File: config.mk
export PLATFORM = sky130hd
export DESIGN_NAME = sphm_cell_seq
export DESIGN_NICKNAME = d
export VERILOG_FILES = /design/src/hdl/sphm_pkg.sv /design/src/hdl/sphm_cell_seq.sv
export SDC_FILE = /design/constraint.sdc
export NUM_CORES = 1
export LEC_CHECK = 0
export ABC_AREA = 1
export BUFFER_PORTS_ARGS = -buffer_cell sky130_fd_sc_hd__buf_4
export CAP_MARGIN = 30
export CORE_MARGIN = 1.5
export CORE_UTILIZATION = 47
export DETAILED_ROUTE_END_ITERATION = 16
export PLACE_DENSITY = 0.76
export SLEW_MARGIN = 20
export SYNTH_ARGS = -nofsm -noshare
export SYNTH_HDL_FRONTEND = slang
export SYNTH_SLANG_ARGS = --single-unit
File: constraint.sdc
create_clock -name clk -period 2.95 [get_ports clk]
set_clock_uncertainty 0.1 [all_clocks]
set_input_delay 0.59 -clock clk [delete_from_list [all_inputs] [get_ports clk]]
set_output_delay 0.59 -clock clk [all_outputs]
set_load 0.01 [all_outputs]
File: src/hdl/sphm_pkg.sv
// ----------------------------------------------------------------------------
// sphm_pkg
// Shared types and constants of the sphere mesh vertex generator.
// ----------------------------------------------------------------------------
package sphm_pkg;

  localparam int PhaseW = 17;
  localparam int SineW  = 15;
  localparam int IdxW   = 8;
  localparam int AddrW  = 5;
  localparam int NumCorners = 6;

  localparam logic [PhaseW-1:0] QuarterTurn = 17'h08000;
  localparam logic signed [32:0] RoundQ14 = 33'sd8192;

  // register indexes on the configuration port
  typedef enum logic [2:0] {
    REG_RING_STEP   = 3'd0,
    REG_SECTOR_STEP = 3'd1,
    REG_SCALE_X     = 3'd2,
    REG_SCALE_Y     = 3'd3,
    REG_SCALE_Z     = 3'd4,
    REG_TEX_ORIGIN  = 3'd5,
    REG_TEX_STEP    = 3'd6,
    REG_MIRROR      = 3'd7
  } reg_idx_t;

  localparam logic [2:0] LastCorner = 3'd5;

  // grid point of one vertex within its cell
  typedef struct packed {
    logic            valid;
    logic [IdxW-1:0] r;
    logic [IdxW-1:0] s;
    logic [2:0]      corner;
  } vtx_req_t;

  function automatic logic corner_dr(input logic [2:0] k);
    case (k)
      3'd1, 3'd2, 3'd4: corner_dr = 1'b1;
      default:          corner_dr = 1'b0;
    endcase
  endfunction

  function automatic logic corner_ds(input logic [2:0] k, input logic mir);
    logic d;
    case (k)
      3'd2, 3'd4, 3'd5: d = 1'b1;
      default:          d = 1'b0;
    endcase
    corner_ds = d ^ mir;
  endfunction

endpackage

File: src/hdl/sphm_cell_seq.sv
// ----------------------------------------------------------------------------
// sphm_cell_seq
// Takes one grid cell and walks its six triangle corners, one per cycle while en is high.
// ----------------------------------------------------------------------------
module sphm_cell_seq import sphm_pkg::*; #(
  parameter int MAX_GRID = 256
) (
  input  logic            clk,
  input  logic            rst_n,
  input  logic            en,
  input  logic            mirror,
  input  logic            in_valid,
  output logic            in_stall,
  input  logic [IdxW-1:0] in_ring_index,
  input  logic [IdxW-1:0] in_sector_index,
  output vtx_req_t        req
);

  logic            busy_r, busy_nxt;
  logic [2:0]      k_r, k_nxt;
  logic [IdxW-1:0] r_r, s_r;
  logic            in_grid, take;

  assign in_grid = (32'(in_ring_index) < 32'(MAX_GRID - 1)) &&
                   (32'(in_sector_index) < 32'(MAX_GRID - 1));
  assign in_stall = !en || (busy_r && (k_r != LastCorner));
  assign take = in_valid && !in_stall;

  always_comb begin
    busy_nxt = busy_r;
    k_nxt    = k_r;
    if (en) begin
      if (busy_r && (k_r != LastCorner)) begin
        k_nxt = k_r + 3'd1;
      end else begin
        // out-of-grid cells are taken and dropped
        busy_nxt = take && in_grid;
        k_nxt    = 3'd0;
      end
    end
  end

  always_ff @(posedge clk) begin
    if (!rst_n) begin
      busy_r <= 1'b0;
      k_r    <= 3'd0;
    end else begin
      busy_r <= busy_nxt;
      k_r    <= k_nxt;
    end
  end

  always_ff @(posedge clk) begin
    if (take) begin
      r_r <= in_ring_index;
      s_r <= in_sector_index;
    end
  end

  assign req.valid  = busy_r;
  assign req.r      = r_r + IdxW'(corner_dr(k_r));
  assign req.s      = s_r + IdxW'(corner_ds(k_r, mirror));
  assign req.corner = k_r;

endmodule

==> impl_metrics.tcl <==
set metrics [dict create \
    grt_pass1_wl_um 3330 \
    dieArea_sq_um 2560 \
    layout_commonest_cell "buf_4" \
    arrival_ns 2.21 \
    clkTransAtPathRegs_ns 0.11 \
    r2r_slack_ns 1.22 \
    syn-num-nets 133 \
    syn2layout_area_growth_pct 48.8 \
    wl_per_cell_um 12.3 \
    io_pins 42 \
    status "finished clean" \
    gp_congestion 0.735 \
    final_cell_mix "46 x buf_4, 23 x nand2_1, 16 x edfxtp_1" \
    p_switching_uw 151 \
    combPwrFrac_pct 20.6 \
    rows 17 \
    syn_area_per_cell_sq_um 10.2 \
    diodes 0 \
    critPathKind "register to output port" \
    endpoint_kind "output port" \
    synthCells 104 \
    synth-seq-area-share_pct 52.7 \
    first_iter_violations 11 \
    initial_core_util_pct 49.0 \
    fin_crit_sh_pct 98.5 \
    slew_headroom_pct 67.3 \
    vias_per_cell 4.89 \
    fillers 169 \
    fp.dieH_um 50.6 \
    holdWs_ns 0.364 \
    p_sw_share_pct 24.7 \
    yosysWarnings 0 \
    first_pass_iters 4 \
    clk_latency_ns 0.30 \
    min_from "in_ring_index[3]" \
    wl_um 2250 \
    root_buffer "clkbuf_4" \
    seqCellArea_sq_um 568 \
    cellLeakagePower_nw 0.693 \
    multi_input_area_sq_um 547 \
    core-area_sq_um 2170 \
    grt_pass1_vias 831 \
    ant_nets 0 \
    clock_power_share_pct 25.7 \
    layout-drive-gt1-share_pct 47.4 \
    grt_usage_pct 17.0 \
    worstPathRequired_ns 2.26 \
    dieWidth_um 50.6 \
    max_slew.worst_pin.slew_ns 0.489 \
    min-delay-path-class "input pin to register" \
    worst_setup_path_start_kind "register" \
    io_buffers 41 \
    final_nets 184 \
    whs_path_depth 1 \
    num_vias 890 \
    fin_setup_tns_ns 0 \
    p_int_uw 461 \
    cp-startpoint "k_r[1]" \
    final-hold-violation-count 0 \
    dpl_cell_area_sq_um 1400 \
    layout.cells.non_filler 182 \
    grt_overflow 0 \
    syn-cell-area_sq_um 1060 \
    cts-htree-levels 1 \
    clock_tree.buffer_depth 2 \
    pwr-share-seq_pct 53.7 \
    fmax_ghz 0.344 \
    dpl.hpwl_um 1630 \
    r2r_cells 6 \
    drc_errors 0 \
    numCtsBuffers 3 \
    antenna_found_initial 0 \
    power_uw 613 \
    clock_sinks 20 \
    dp_cells 172 \
    p_per_area_nw_per_um2 387 \
    layout_min_cycle_time_ns 2.90 \
    cap_violations 0 \
    drv_slew 0 \
    synth.distinct_cells 18 \
    design_area_sq_um 1580 \
    rsz0062_at_grt "true" \
    max-vdd-ir-drop_mv 0.306 \
    rr_startpoint "k_r[0]" \
    cts_tree "done" \
    cp_max_fo 3 \
    setup_viol 0 \
    grt_max_degree 18 \
    ys_seq_elements 20 \
]
[area by class of cell]
cell class / instances / share of cell area (%)
inverter: 10 / 2.53
timing repair buffer: 47 / 22.5
clock buffer: 4 / 2.29
sequential: 20 / 35.9
tap: 28 / 2.21
multi-input combinational: 73 / 34.5
[cell families after synthesis]
kind of cell               synth area share [%]
AOI/OAI and AO/OA                          1.88
buffers and inverters                      4.24
xor gates and xnor gates                   10.7
and+or+nand+nor                            21.1
adders and majority gates                  9.41
DFF                                        52.7
[worst max-delay path, cell delays in order, from the launching register on]
cell	delay (ns)
dfxtp_4	0.37
inv_2	0.11
ha_4	0.14
inv_2	0.03
nand2_2	0.06
o21ai_4	0.06
nand2_2	0.07
xor2_1	0.15
ha_2	0.23
ha_4	0.16
nand3_4	0.07
nor2_1	0.11
nand2_1	0.06
xnor2_1	0.15
buf_4	0.14
[sequential cells by signal (all words and copies together) (netlist names)]
signal / cells
r_r: 8
s_r: 8
k_r: 3
busy_r: 1
[synthesized netlist by cell type]
| master | n | area (sq um) |
|---|---|---|
| nand2_1 | 25 | 93.8 |
| edfxtp_1 | 16 | 480 |
| inv_1 | 10 | 37.5 |
| nor2_1 | 10 | 37.5 |
| xor2_1 | 9 | 78.8 |
| ha_1 | 8 | 100 |
| dfxtp_1 | 4 | 80.1 |
| nand3_1 | 4 | 20.0 |
| xnor2_1 | 4 | 35.0 |
| o21ai_0 | 3 | 15.0 |
| nand2_2 | 2 | 12.5 |
| nand3_2 | 2 | 20.0 |
| nand4_1 | 2 | 12.5 |
| a21oi_1 | 1 | 5.00 |
| buf_4 | 1 | 7.51 |
| nand2_4 | 1 | 11.3 |
| nor2_4 | 1 | 11.3 |
| nor3_1 | 1 | 5.00 |
[power groups by stage]
stage | Sequential (mW) | Combinational (mW) | Clock, mW
5_1_grt | 0.330 | 0.137 | 0.171
3_5_place_dp | 0.335 | 0.108 | 0
2_1_floorplan | 0.334 | 0.0503 | 0
4_1_cts | 0.328 | 0.116 | 0.160
3_3_place_gp | 0.334 | 0.106 | 0
6_report | 0.329 | 0.126 | 0.158
[timing repair]
| item | in CTS | in global routing |
|---|---|---|
| buffers inserted | 3 | 3 |
| setup endpoints to repair | 5 | 6 |
| hold buffers | 0 | 0 |
| gates resized for setup | 9 | 18 |
| gates cloned | 0 | 0 |
| pin swaps | 2 | 7 |
[worst paths after layout]
path,end
min,r_r[3]
min reg2reg,busy_r
max reg2reg,s_r[5]
max,req[9]
[per-layer routing]
layer	up-vias	routed length (um)	track usage (%)
li1	439	-	-
met4	0	35	6.76
met3	5	93	2.08
met5	-	0	0
met2	25	1260	32.9
met1	421	853	18.3
[through the flow]
| stage | utilization [%] | setup WS (ns) |
|---|---|---|
| global route | 73.0 | -0.0662 |
| CTS | 68.5 | 0.0173 |
| floorplan | - | 0.329 |
| global placement | 64.5 | 0.276 |
| finish | 73.0 | 0.0455 |
| detailed placement | 64.5 | 0.163 |
Power figures use the tool's default switching activity.
